**config.mk**
```make
export PLATFORM = sky130hd
export DESIGN_NAME = lru_key_value_cache_flat
export DESIGN_NICKNAME = d
export VERILOG_FILES = /design/src/rtl/core/lkv_pkg.sv /design/src/rtl/core/lkv_req_if.sv /design/src/rtl/core/lkv_rsp_if.sv /design/src/rtl/core/lkv_ctrl.sv /design/src/rtl/core/lkv_datapath.sv /design/src/rtl/core/lru_key_value_cache.sv /design/src/flat_wrapper.sv
export SDC_FILE = /design/constraint.sdc
export NUM_CORES = 2
export LEC_CHECK = 0
export BUFFER_PORTS_ARGS = -buffer_cell sky130_fd_sc_hd__buf_2
export CORE_MARGIN = 10
export CORE_UTILIZATION = 55
export DETAILED_ROUTE_END_ITERATION = 10
export HOLD_SLACK_MARGIN = 0.06
export MAX_ROUTING_LAYER = met4
export PLACE_DENSITY = 0.76
export SLEW_MARGIN = 20
export SYNTH_ARGS = -nofsm -noshare
export SYNTH_HDL_FRONTEND = slang
export SYNTH_SLANG_ARGS = --single-unit
```
**constraint.sdc**
```tcl
create_clock -name clock -period 5.8 [get_ports clock]
set_clock_uncertainty 0.2 [all_clocks]
set_input_delay 0.58 -clock clock [delete_from_list [all_inputs] [get_ports clock]]
set_output_delay 0.58 -clock clock [all_outputs]
set_load 0.005 [all_outputs]
```
**src/rtl/core/lkv_pkg.sv**
```systemverilog
// Package for the LRU key-value cache: payload types, response constants
// and the command struct from the controller to the datapath.
// No dependencies.
package lkv_pkg;

   typedef logic signed [31:0] key_type;
   typedef logic signed [31:0] value_type;
   typedef logic [4:0]         capacity_type;

   localparam logic ACTION_GET = 1'b0;
   localparam logic ACTION_PUT = 1'b1;

   localparam capacity_type CAPACITY_RESET = 5'd16;
   localparam value_type    MISS_VALUE     = 32'shFFFF_FFFF;
   localparam value_type    PUT_VALUE      = 32'sh0000_0000;

   typedef struct packed {
      logic capture;
      logic lookup;
      logic update;
      logic load_rsp;
   } cmd_type;

endpackage

```
**src/rtl/core/lkv_req_if.sv**
```systemverilog
// Request channel of the LRU key-value cache: valid/ready and payload.
// Depends on lkv_pkg.
interface lkv_req_if;
   logic                 valid;
   logic                 ready;
   logic                 action;
   lkv_pkg::key_type     key;
   lkv_pkg::value_type   value;

   modport source (output valid, action, key, value, input ready);
   modport sink   (input valid, action, key, value, output ready);
endinterface

```
**src/rtl/core/lkv_rsp_if.sv**
```systemverilog
// Response channel of the LRU key-value cache: valid/ready and payload.
// Depends on lkv_pkg.
interface lkv_rsp_if;
   logic                 valid;
   logic                 ready;
   logic                 hit;
   lkv_pkg::value_type   read_value;
   logic                 evicted;

   modport source (output valid, hit, read_value, evicted, input ready);
   modport sink   (input valid, hit, read_value, evicted, output ready);
endinterface

```
**src/rtl/core/lkv_ctrl.sv**
```systemverilog
// Sequencer of the LRU key-value cache: steps each request through
// capture, lookup, update and response load. Depends on lkv_pkg.
module lkv_ctrl (
   input  logic             clock,
   input  logic             reset,
   input  logic             req_valid,
   output logic             req_ready,
   input  logic             rsp_ready,
   output logic             rsp_valid,
   output lkv_pkg::cmd_type cmd
);

   typedef enum logic [1:0] {
      ST_IDLE,
      ST_LOOKUP,
      ST_UPDATE,
      ST_DONE
   } state_type;

   state_type state_ff, state_in;
   logic      rsp_valid_ff, rsp_valid_in;
   logic      accept;
   logic      load;

   always_comb begin
      req_ready = (state_ff == ST_IDLE);
      accept    = req_valid && req_ready;
      load      = (state_ff == ST_DONE) && (!rsp_valid_ff || rsp_ready);

      cmd.capture  = accept;
      cmd.lookup   = (state_ff == ST_LOOKUP);
      cmd.update   = (state_ff == ST_UPDATE);
      cmd.load_rsp = load;

      state_in = state_ff;
      case (state_ff)
         ST_IDLE: begin
            if (accept) state_in = ST_LOOKUP;
         end
         ST_LOOKUP: state_in = ST_UPDATE;
         ST_UPDATE: state_in = ST_DONE;
         ST_DONE: begin
            if (load) state_in = ST_IDLE;
         end
         default: state_in = ST_IDLE;
      endcase

      // A waiting result leaves only when taken; a new one may replace it
      // in the same cycle.
      rsp_valid_in = rsp_valid_ff;
      if (load) begin
         rsp_valid_in = 1'b1;
      end else if (rsp_ready) begin
         rsp_valid_in = 1'b0;
      end
   end

   always_ff @(posedge clock) begin
      if (reset) begin
         state_ff     <= ST_IDLE;
         rsp_valid_ff <= 1'b0;
      end else begin
         state_ff     <= state_in;
         rsp_valid_ff <= rsp_valid_in;
      end
   end

   assign rsp_valid = rsp_valid_ff;

endmodule

```
**src/rtl/core/lkv_datapath.sv**
```systemverilog
// Datapath of the LRU key-value cache: key lanes with valid bits and
// recency ranks, value memory, capacity register and response register.
// Depends on lkv_pkg; driven by commands from lkv_ctrl.
module lkv_datapath #(
   parameter  int ENTRIES = 16,
   localparam int IW = (ENTRIES > 1) ? $clog2(ENTRIES) : 1,
   localparam int CW = $clog2(ENTRIES + 1)
) (
   input  logic                 clock,
   input  logic                 reset,
   input  lkv_pkg::cmd_type     cmd,
   input  logic                 req_action,
   input  lkv_pkg::key_type     req_key,
   input  lkv_pkg::value_type   req_value,
   input  logic                 csr_wr_en,
   input  lkv_pkg::capacity_type csr_wr_data,
   output logic                 rsp_hit,
   output lkv_pkg::value_type   rsp_read_value,
   output logic                 rsp_evicted,
   output logic [CW-1:0]        occ_count,
   output logic [ENTRIES-1:0]   valid_vec
);

   localparam int EW = (CW > 5) ? CW : 5;

   lkv_pkg::capacity_type capacity_ff, capacity_in;

   lkv_pkg::key_type   key_ff  [ENTRIES];
   lkv_pkg::key_type   key_in  [ENTRIES];
   logic [IW-1:0]      rank_ff [ENTRIES];
   logic [IW-1:0]      rank_in [ENTRIES];
   logic [ENTRIES-1:0] valid_ff, valid_in;
   logic [CW-1:0]      count_ff, count_in;

   logic               op_put_ff, op_put_in;
   lkv_pkg::key_type   op_key_ff, op_key_in;
   lkv_pkg::value_type op_value_ff, op_value_in;

   logic               hit_ff, hit_in;
   logic [IW-1:0]      hit_idx_ff, hit_idx_in;
   logic [IW-1:0]      hit_rank_ff, hit_rank_in;
   logic               evict_ff, evict_in;
   logic [IW-1:0]      slot_ff, slot_in;

   lkv_pkg::value_type value_mem [ENTRIES];
   lkv_pkg::value_type rdata_ff;
   logic               mem_we;
   logic [IW-1:0]      mem_waddr;

   logic               rsp_hit_ff, rsp_hit_in;
   lkv_pkg::value_type rsp_value_ff, rsp_value_in;
   logic               rsp_evicted_ff, rsp_evicted_in;

   logic [ENTRIES-1:0] match_vec;
   logic [IW-1:0]      victim_idx;
   logic [IW-1:0]      free_idx;
   logic [IW-1:0]      last_rank;
   logic [EW-1:0]      eff_cap;
   logic               full;

   // Lookup: compare every lane against the captured key. The valid ranks
   // always form 0 .. count-1, so the least recent entry is the one whose
   // rank equals count-1.
   always_comb begin
      last_rank   = IW'(count_ff - CW'(1));
      hit_idx_in  = '0;
      victim_idx  = '0;
      free_idx    = '0;
      hit_rank_in = '0;
      for (int i = ENTRIES - 1; i >= 0; i--) begin
         match_vec[i] = valid_ff[i] && (key_ff[i] == op_key_ff);
         if (match_vec[i]) hit_idx_in = IW'(i);
         if (valid_ff[i] && (rank_ff[i] == last_rank)) victim_idx = IW'(i);
         if (!valid_ff[i]) free_idx = IW'(i);
      end
      for (int i = 0; i < ENTRIES; i++) begin
         if (match_vec[i]) hit_rank_in = hit_rank_in | rank_ff[i];
      end

      if (capacity_ff == '0) begin
         eff_cap = EW'(1);
      end else begin
         eff_cap = EW'(capacity_ff);
      end
      if (eff_cap > EW'(ENTRIES)) eff_cap = EW'(ENTRIES);
      full = (EW'(count_ff) >= eff_cap);

      hit_in   = |match_vec;
      evict_in = op_put_ff && !hit_in && full;
      slot_in  = evict_in ? victim_idx : free_idx;
   end

   // Update: reorder ranks, insert or overwrite, and write the value memory.
   always_comb begin
      valid_in = valid_ff;
      count_in = count_ff;
      for (int i = 0; i < ENTRIES; i++) begin
         key_in[i]  = key_ff[i];
         rank_in[i] = rank_ff[i];
         if (cmd.update) begin
            if (hit_ff) begin
               if (valid_ff[i] && (rank_ff[i] < hit_rank_ff)) begin
                  rank_in[i] = rank_ff[i] + IW'(1);
               end
               if (IW'(i) == hit_idx_ff) rank_in[i] = '0;
            end else if (op_put_ff) begin
               if (IW'(i) == slot_ff) begin
                  valid_in[i] = 1'b1;
                  rank_in[i]  = '0;
                  key_in[i]   = op_key_ff;
               end else if (valid_ff[i]) begin
                  rank_in[i] = rank_ff[i] + IW'(1);
               end
            end
         end
      end
      if (cmd.update && !hit_ff && op_put_ff && !evict_ff) begin
         count_in = count_ff + CW'(1);
      end

      mem_we    = cmd.update && op_put_ff;
      mem_waddr = hit_ff ? hit_idx_ff : slot_ff;
   end

   always_comb begin
      capacity_in = csr_wr_en ? csr_wr_data : capacity_ff;

      op_put_in   = op_put_ff;
      op_key_in   = op_key_ff;
      op_value_in = op_value_ff;
      if (cmd.capture) begin
         op_put_in   = (req_action == lkv_pkg::ACTION_PUT);
         op_key_in   = req_key;
         op_value_in = req_value;
      end

      rsp_hit_in     = rsp_hit_ff;
      rsp_value_in   = rsp_value_ff;
      rsp_evicted_in = rsp_evicted_ff;
      if (cmd.load_rsp) begin
         rsp_hit_in     = hit_ff;
         rsp_evicted_in = evict_ff;
         if (op_put_ff) begin
            rsp_value_in = lkv_pkg::PUT_VALUE;
         end else if (hit_ff) begin
            rsp_value_in = rdata_ff;
         end else begin
            rsp_value_in = lkv_pkg::MISS_VALUE;
         end
      end
   end

   always_ff @(posedge clock) begin
      if (reset) begin
         capacity_ff <= lkv_pkg::CAPACITY_RESET;
         valid_ff    <= '0;
         count_ff    <= '0;
         for (int i = 0; i < ENTRIES; i++) rank_ff[i] <= '0;
      end else begin
         capacity_ff <= capacity_in;
         valid_ff    <= valid_in;
         count_ff    <= count_in;
         for (int i = 0; i < ENTRIES; i++) rank_ff[i] <= rank_in[i];
      end
   end

   always_ff @(posedge clock) begin
      for (int i = 0; i < ENTRIES; i++) key_ff[i] <= key_in[i];
      op_put_ff      <= op_put_in;
      op_key_ff      <= op_key_in;
      op_value_ff    <= op_value_in;
      rsp_hit_ff     <= rsp_hit_in;
      rsp_value_ff   <= rsp_value_in;
      rsp_evicted_ff <= rsp_evicted_in;
      if (cmd.lookup) begin
         hit_ff      <= hit_in;
         hit_idx_ff  <= hit_idx_in;
         hit_rank_ff <= hit_rank_in;
         evict_ff    <= evict_in;
         slot_ff     <= slot_in;
      end
   end

   always_ff @(posedge clock) begin
      if (mem_we) value_mem[mem_waddr] <= op_value_ff;
      if (cmd.update) rdata_ff <= value_mem[hit_idx_ff];
   end

   assign rsp_hit        = rsp_hit_ff;
   assign rsp_read_value = rsp_value_ff;
   assign rsp_evicted    = rsp_evicted_ff;
   assign occ_count      = count_ff;
   assign valid_vec      = valid_ff;

endmodule

```
**src/rtl/core/lru_key_value_cache.sv**
```systemverilog
// Top level of the LRU key-value cache: controller, datapath and checks.
// Depends on lkv_pkg, lkv_req_if, lkv_rsp_if, lkv_ctrl and lkv_datapath.
//
// Usage:
//   req_if carries one request: action (get or put), key and value. rsp_if
//   returns exactly one response per request: hit, read_value (stored value
//   on a get hit, all ones on a get miss, zero on a put) and evicted.
//   csr_wr_en with csr_wr_data writes the capacity register; write it only
//   while no request is outstanding.
// Timing:
//   An accepted request passes through the lookup, the update of the store
//   with its value-memory read and the response load, which waits in
//   ST_DONE until the output register is free. req_if.ready is high only in
//   the idle state, so no new request is taken before the last one's
//   response is loaded; the accepting idle cycle comes before the lookup.
// Reset:
//   Valid bits, recency ranks and the occupancy count clear in the reset
//   cycle and capacity returns to 16; no clearing pass is needed.
// Stalls:
//   A response waits in the output register while rsp_if.ready is low. The
//   next request is still accepted; its result waits until the register
//   frees up.
module lru_key_value_cache #(
   parameter int ENTRIES = 16
) (
   input  logic                  clock,
   input  logic                  reset,
   lkv_req_if.sink               req_if,
   lkv_rsp_if.source             rsp_if,
   input  logic                  csr_wr_en,
   input  lkv_pkg::capacity_type csr_wr_data
);

   localparam int CW = $clog2(ENTRIES + 1);

   lkv_pkg::cmd_type    cmd;
   logic [CW-1:0]       occ_count;
   logic [ENTRIES-1:0]  valid_vec;

   lkv_ctrl u_ctrl (
      .clock     (clock),
      .reset     (reset),
      .req_valid (req_if.valid),
      .req_ready (req_if.ready),
      .rsp_ready (rsp_if.ready),
      .rsp_valid (rsp_if.valid),
      .cmd       (cmd)
   );

   lkv_datapath #(
      .ENTRIES (ENTRIES)
   ) u_datapath (
      .clock          (clock),
      .reset          (reset),
      .cmd            (cmd),
      .req_action     (req_if.action),
      .req_key        (req_if.key),
      .req_value      (req_if.value),
      .csr_wr_en      (csr_wr_en),
      .csr_wr_data    (csr_wr_data),
      .rsp_hit        (rsp_if.hit),
      .rsp_read_value (rsp_if.read_value),
      .rsp_evicted    (rsp_if.evicted),
      .occ_count      (occ_count),
      .valid_vec      (valid_vec)
   );

   // The occupancy count must track the number of valid lanes.
   a_count_matches_valid: assert property (@(posedge clock) disable iff (reset)
      $countones(valid_vec) == int'(occ_count))
      else $error("occupancy count differs from number of valid entries");

   // An eviction only happens on a put of a key that was not stored.
   a_evict_not_hit: assert property (@(posedge clock) disable iff (reset)
      rsp_if.valid |-> !(rsp_if.hit && rsp_if.evicted))
      else $error("response reports both hit and eviction");

   // Once a request is taken the block is busy with it.
   a_busy_after_accept: assert property (@(posedge clock) disable iff (reset)
      (req_if.valid && req_if.ready) |=> !req_if.ready)
      else $error("request accepted while previous request in flight");

endmodule
```
**src/flat_wrapper.sv**
```systemverilog
// flat-port wrapper written by rule: the top's interface ports become plain ports
module lru_key_value_cache_flat 
#(
   parameter int ENTRIES = 16
)
  (clock, reset, csr_wr_en, csr_wr_data, req_if_valid, req_if_action, req_if_key, req_if_value, req_if_ready, rsp_if_valid, rsp_if_hit, rsp_if_read_value, rsp_if_evicted, rsp_if_ready);
  lkv_req_if req_if_i ();
  lkv_rsp_if rsp_if_i ();
  input  logic clock;
  input  logic reset;
  input  logic csr_wr_en;
  input  lkv_pkg::capacity_type csr_wr_data;
  input wire logic [$bits(req_if_i.valid)-1:0] req_if_valid;
  input wire logic [$bits(req_if_i.action)-1:0] req_if_action;
  input wire logic [$bits(req_if_i.key)-1:0] req_if_key;
  input wire logic [$bits(req_if_i.value)-1:0] req_if_value;
  output wire logic [$bits(req_if_i.ready)-1:0] req_if_ready;
  output wire logic [$bits(rsp_if_i.valid)-1:0] rsp_if_valid;
  output wire logic [$bits(rsp_if_i.hit)-1:0] rsp_if_hit;
  output wire logic [$bits(rsp_if_i.read_value)-1:0] rsp_if_read_value;
  output wire logic [$bits(rsp_if_i.evicted)-1:0] rsp_if_evicted;
  input wire logic [$bits(rsp_if_i.ready)-1:0] rsp_if_ready;
  assign req_if_i.valid = req_if_valid;
  assign req_if_i.action = req_if_action;
  assign req_if_i.key = req_if_key;
  assign req_if_i.value = req_if_value;
  assign req_if_ready = req_if_i.ready;
  assign rsp_if_valid = rsp_if_i.valid;
  assign rsp_if_hit = rsp_if_i.hit;
  assign rsp_if_read_value = rsp_if_i.read_value;
  assign rsp_if_evicted = rsp_if_i.evicted;
  assign rsp_if_i.ready = rsp_if_ready;
  lru_key_value_cache #(.ENTRIES(ENTRIES)) u_core (.clock(clock), .reset(reset), .req_if(req_if_i), .rsp_if(rsp_if_i), .csr_wr_en(csr_wr_en), .csr_wr_data(csr_wr_data));
endmodule
```
Word level (Yosys, flattened, before mapping). Memory sizes are Yosys's and may differ from the RTL's. A register that Yosys moved wholly into a read port is not among the register bits. Index checks and enable logic that the tools add are counted.

Latch bits: 0. ROM bits: 0. Bits in registers: 142. Bits of input ports: 75. Output and inout port bits: 36. Memories: 3. Logic and storage cells: 529. RAM bits: 1088.

Memory list: u_core.u_datapath.key_ff (words 16, bits a word 32, rd ports 16, clocked after memory_dff 0, wr ports 16, line lkv_datapath.sv:28) `lkv_pkg::key_type key_ff [ENTRIES];`; u_core.u_datapath.value_mem (words 16, bits a word 32, rd ports 1, clocked after memory_dff 1, wr ports 1, line lkv_datapath.sv:45) `lkv_pkg::value_type value_mem [ENTRIES];`; u_core.u_datapath.rank_ff (words 16, bits a word 4, rd ports 16, clocked after memory_dff 0, wr ports 16, line lkv_datapath.sv:30) `logic [IW-1:0] rank_ff [ENTRIES];`.

Add/sub/neg operators: 18. Bitwise logic cells: 32. $lt $le $gt $ge: 18. Muxes and demuxes: 270. Shifts and indexed selects: 0. Divide/modulo/power cells: 0. Reductions and logical operators: 87. Multipliers: 0. Eq/ne operators: 67.

Operator list (count): 2-to-1 mux 32 bit (65); 2-to-1 mux 4 bit (186); == test 32 bit (16); adder 4 x 1 -> 4 bit (second input constant) (16); == test 4 bit (16); == test 4 bit (first input constant) (16); < comparator 4 bit (16); AND reduction 4 bit (16); bitwise OR 4 bit (15); logical AND 1 bit (56); == test 3 x 4 -> 1 bit (first input constant) (8); == test 2 x 4 -> 1 bit (first input constant) (4); bitwise OR 1 bit (16); OR reduction 16 bit (1); 2-to-1 mux 3 bit (4); 2-to-1 mux 5 bit (2); == test 1 x 4 -> 1 bit (first input constant) (2); zero test 4 bit (2); 2-to-1 mux 1 bit (8); 2-to-1 mux 2 bit (4); one-hot mux 2 bit (4 select lines) (1); OR reduction 8 bit (1); adder 5 x 1 -> 5 bit (second input constant) (1); >= comparator 5 bit (1); other kinds (15) (19).

Logic depth before layout (Yosys ltp). An unclocked memory read counts as a cell.

Depth in word-level cells: 34. Depth in mapped cells: 14. Depth with buffers taken out: 11.

Modules after synthesis. From an unflattened synthesis, not the netlist that was laid out.

Cell total of the unflattened synthesis: 3093. Area total of the unflattened synthesis: 52456.6 sq um.

Modules (own cells, without submodules): lkv_datapath (times used 1, area an instance 52235.1 sq um, cells each 3069, sequential area each 36905.4 sq um); lkv_ctrl (times used 1, area an instance 221.5 sq um, cells each 24, sequential area each 60.1 sq um).

Least setup slack after synthesis. OpenSTA, ideal clock, no wires.

Path kind: reg2reg. Start: reg u_core.u_ctrl.state_ff[0] (netlist name). End: mem u_core.u_datapath.key_ff[1][128] (netlist bit), enable pin. Buffers on the path: 0. Clock period less this slack: 4.757 ns. Arrival: 4.094 ns. Stages on the path, launching flop included: 7. Library setup time: 0.463 ns. Data required time: 5.137 ns. Setup slack: 1.043 ns. Cell sequence: dfxtp_1 -> inv_1 -> ha_1 -> nand2_1 -> nor2_1 -> nand3_1 -> nor3_1.

RTL lines (line): end: declaration (lkv_datapath.sv:28).

Worst setup path after layout.
Start: reg u_core.u_datapath.op_key_ff[29]. End: reg u_core.u_datapath.slot_ff[2] (data pin).

Longest elaborated chain between the ends: 7. Elaborated cells on any way between the ends: 37. Those cells by class: eq/ne: 16; mux: 1; reduce/logical: 20.

Ends and longest elaborated chain: start: declaration (line lkv_datapath.sv:36) `lkv_pkg::key_type op_key_ff, op_key_in;`; start signal: assignment (line lkv_datapath.sv:170) `op_key_ff <= op_key_in;`; == test 32 bit (line lkv_datapath.sv:71) `match_vec[i] = valid_ff[i] && (key_ff[i] == op_key_ff);`; logical AND 1 bit (line lkv_datapath.sv:71); OR reduction 16 bit (*) (line lkv_datapath.sv:88) `hit_in = |match_vec;`; zero test 1 bit (*) (line lkv_datapath.sv:89) `evict_in = op_put_ff && !hit_in && full;`; logical AND 1 bit (*) (2 in a row) (line lkv_datapath.sv:89); 2-to-1 mux 4 bit (*) (line lkv_datapath.sv:90) `slot_in = evict_in ? victim_idx : free_idx;`; net u_core.u_datapath.slot_in[2] (line lkv_datapath.sv:43) `logic [IW-1:0] slot_ff, slot_in;`; end signal: assignment (line lkv_datapath.sv:180) `slot_ff <= slot_in;`; end: declaration (line lkv_datapath.sv:43).

Mark *: on every way through the listed nets, which the timed path passes. The rest lies on a longest branch. A chain may end at the register's enable or synchronous reset.

==> impl_summary.txt <==
----------------------------------------------------
[Outcome]
  Outcome ... completed

[Placed design]
  Weighted congestion at the end of routability-driven global placement ... about 0.94
  Number of buffers inserted by port buffering ... 110
  Worst Setup Slack post-DPL ... 1.57 ns
  Detailed placer's ending HPWL ... 81.2 mm

[Synthesis]
  Syn avg cell area ... 17.0 um^2
  Post-synthesis instance total ... 3092
  Number of nets produced by synthesis ... between 3000 and 4000
  Async S/R FF share, synth ... 0%
  Library cell with the largest summed area after synthesis ... sky130_fd_sc_hd__edfxtp_1
  Share of the yosys chip area belonging to registers ... 70.1%
  Number of unique standard cell types used by synthesis ... 62
  Cell Area, Synth ... about 53000 um^2
  Flop and latch count out of synthesis ... ~1300
  Share of the synthesized area in the top cell type ... 66.6%
  Synth top area cells ... sky130_fd_sc_hd__edfxtp_1 67%, sky130_fd_sc_hd__xor2_1 9.1%, sky130_fd_sc_hd__mux4_2 6.8%, sky130_fd_sc_hd__dfxtp_1 3.5%, sky130_fd_sc_hd__ha_1 1.8%
  Post-synth EDFFs ... ~1200
  Most used flip-flop cell after synthesis ... sky130_fd_sc_hd__edfxtp_1
  Syn. warnings ... 0

[Die]
  Die Span Y ... about 330 um
  Row Count ... 113
  Ports placed on the boundary ... 111
  Core region area ... 95000 um^2
  Die Span X ... about 330 um
  Initial Util ... ~55%
  Overall die area ... 109000 um^2

[Global routing]
  GR Util met2 ... 40.2%
  Global routing's busiest layer ... met2
  Maximum number of pins on one net before global-route repair ... 137
  Met1 usage in global routing ... 34.9%
  Via count of the first global-routing pass ... 29400
  First-pass GRT wire length ... 200 mm
  Total global routing track utilization ... between 20% and 30%
  Number of antenna violations at the first check in global routing ... 2
  Global route overflow ... 0
  Met3 capacity usage during global routing ... about 3.8%

[Timing]
  Final count of pins violating max slew ... 0
  Maximum operating frequency ... approximately 0.23 GHz
  Worst Setup Slack, final ... 1.54 ns
  Transition time at the pin with the least slew margin ... 1.12 ns
  Final hold violation count ... 0
  Setup Total Neg Slack ... 0 ns
  Fin crit share ... 73.4%
  Shortest clock period the worst path allows after layout ... 4.26 ns
  Worst rel slew slack ... 25.3%
  Setup-failing EPs final ... 0
  Unrepaired setup endpoints after global routing ... no

[Power]
  Switching power total ... around 6.3 mW
  Relative contribution of combinational cells to total power ... 16.0%
  Power share of the clock group ... 33.9%
  Proportion of power drawn by flip-flops and latches ... between 50% and 60%
  Fraction of power spent switching nets ... 27.6%
  Total power ... 22.7 mW
  Total power divided by cell area ... 382 nW/um^2
  Max IR drop VDD ... approximately 360 uV
  Leakage power ... 20.4 nW
  Internal power ... 16.5 mW

[Cells and area]
  Most used cells in the layout excluding fill and tap cells ... 1169 x sky130_fd_sc_hd__edfxtp_1, 550 x sky130_fd_sc_hd__xor2_1, 160 x sky130_fd_sc_hd__mux4_2
  Final-stage net count ... 3518
  Synthesis-to-finish area growth ... 12.9%
  Most common cell after layout, fill and taps aside ... sky130_fd_sc_hd__edfxtp_1
  Fraction of layout cells with a size suffix above 1 ... 17.4%

[Route]
  Final ANT Viol Nets ... 0
  Number of remaining DRC errors ... 0
  Overall routed net length ... 136 mm
  Number of vias in the routed layout ... ~30000
  Average routed wire per standard cell ... around 29 um
  DRT iter0 DRCs ... 3768
  Initial DRT Pass Iterations ... 6
  Vias per Instance ... between 6 and 7

[Critical path]
  Path type of the worst setup path ... register to register
  Top fanout value on the critical path ... 24
  Startpoint type of the worst setup path ... register
  Crit path DAT ... 4.56 ns
  Capturing element type of the critical path ... register
  Req. time, crit path ... 6.10 ns

[CTS]
  Post-CTS setup buffers ... 0
  Clock H-tree levels ... 3
  Max clock buf depth ... 3
  Gates resized, CTS repair ... 0
  Hold-fix buffer count after cts ... 76
  Number of clock sinks ... roughly 1300
  Buffer cell driving the clock tree root ... sky130_fd_sc_hd__clkbuf_16
  CTS tree ... yes
  CTS clock-pin slew for the worst setup and hold paths ... ~0.07 ns
  Total CTS buffers ... 120
  Clock insertion delay at the later pin of the skew report ... approximately 0.74 ns

[Min path]
  Hold WC Path Type ... input port to register

[Flow run]
  Max_cap viols ... 0

----------------------------------------------------
-- power groups by stage --
stage                     logic [mW]  registers (mW)  clock network (mW)
after floorplan                 2.50            11.3                   0
after global placement          3.46            11.5                   0
after detailed placement        3.53            11.6                   0
after CTS                       3.63            11.4                7.76
after global routing            3.87            11.4                8.11
final                           3.64            11.4                7.70
-- critical path, cell delays in order (launching register included) --
cell	delay, ns
sky130_fd_sc_hd__edfxtp_1	0.78
sky130_fd_sc_hd__buf_4	0.50
sky130_fd_sc_hd__xor2_1	0.13
sky130_fd_sc_hd__nor4_1	0.68
sky130_fd_sc_hd__nand4_1	0.24
sky130_fd_sc_hd__nor3_2	0.64
sky130_fd_sc_hd__nor2_1	0.12
sky130_fd_sc_hd__nand2_1	0.14
sky130_fd_sc_hd__nor2_1	0.09
sky130_fd_sc_hd__o2111ai_4	0.16
sky130_fd_sc_hd__mux2_4	0.33
-- state kept, by name, summed over array words and instances, names as in the netlist, 2 cells and up --
name,flops
u_core.u_ctrl.state_ff,2
u_core.u_datapath.capacity_ff,5
u_core.u_datapath.hit_idx_ff,4
u_core.u_datapath.hit_rank_ff,4
u_core.u_datapath.key_ff,512
u_core.u_datapath.occ_count,5
u_core.u_datapath.op_key_ff,32
u_core.u_datapath.op_value_ff,32
u_core.u_datapath.rank_ff,64
u_core.u_datapath.rdata_ff,32
u_core.u_datapath.rsp_read_value,32
u_core.u_datapath.slot_ff,4
u_core.u_datapath.valid_vec,16
u_core.u_datapath.value_mem,512
-- through the flow --
step	area, um^2	hold WS (ns)	util [%]	cells
after global routing	59500	0.106	62.6	4738
after detailed placement	54900	0.316	57.7	4433
final	59500	0.0993	62.6	4738
after CTS	59400	0.0762	62.6	4735
after floorplan	52700	0.228	-	3092
after global placement	54800	0.280	57.7	4432
-- final timing paths --
check	startpoint	to	slack (ns)	cells past startpoint
hold reg to reg	u_core.u_datapath.op_key_ff[30]$_DFFE_PP_	u_core.u_datapath.key_ff[0][190]$_DFFE_PP_	0.34	0
setup reg to reg	u_core.u_datapath.op_key_ff[29]$_DFFE_PP_	u_core.u_datapath.slot_ff[2]$_DFFE_PN_	1.54	10
setup / recovery	u_core.u_datapath.op_key_ff[29]$_DFFE_PP_	u_core.u_datapath.slot_ff[2]$_DFFE_PN_	1.54	10
hold / removal	csr_wr_en	u_core.u_datapath.capacity_ff[1]$_SDFFE_PP0P_	0.1	3
-- routing by layer --
metal,vias up,share of wire (%)
met5,-,0
met4,0,2.6
met3,224,9.0
met2,1751,48
met1,15000,40
li1,12300,-
-- kinds of logic after synthesis --
| group | synth area share [%] |
|---|---|
| flip-flops | 70.1 |
| AO/OA/AOI/OAI | 2.93 |
| adder cells (fa/ha/maj) | 1.78 |
| buffers and inverters | 2.23 |
| AND/OR/NAND/NOR | 5.17 |
| XOR/XNOR | 10.4 |
| multiplexers | 7.34 |
-- final cells by class --
class                           instances  area, um^2
Inverter                               60         225
Clock inverter                         75         707
Fill cell                            6464       35500
Clock buffer                          151        3120
Antenna cell                            1        2.50
Tap cell                             1265        1580
Multi-Input combinational cell       1637       14700
Sequential cell                      1262       37000
Timing Repair Buffer                  287        2150
-- cells in the mapped netlist (all sizes together) (5+ instances only) --
master	count
nand2	45
o21ai	54
a221oi	17
nor2b	7
xor2	551
dfxtp	93
a21o	34
nor4	106
a22o	17
nor3	62
o211ai	18
nor2	159
xnor2	73
a21oi	58
edfxtp	1169
ha	75
inv	60
clkbuf	42
o21a	5
or2	6
mux4	160
nand4	53
nand2b	27
nand3	47
buf	91
mux2i	25
No activity file was read; power rests on OpenSTA's default activity.
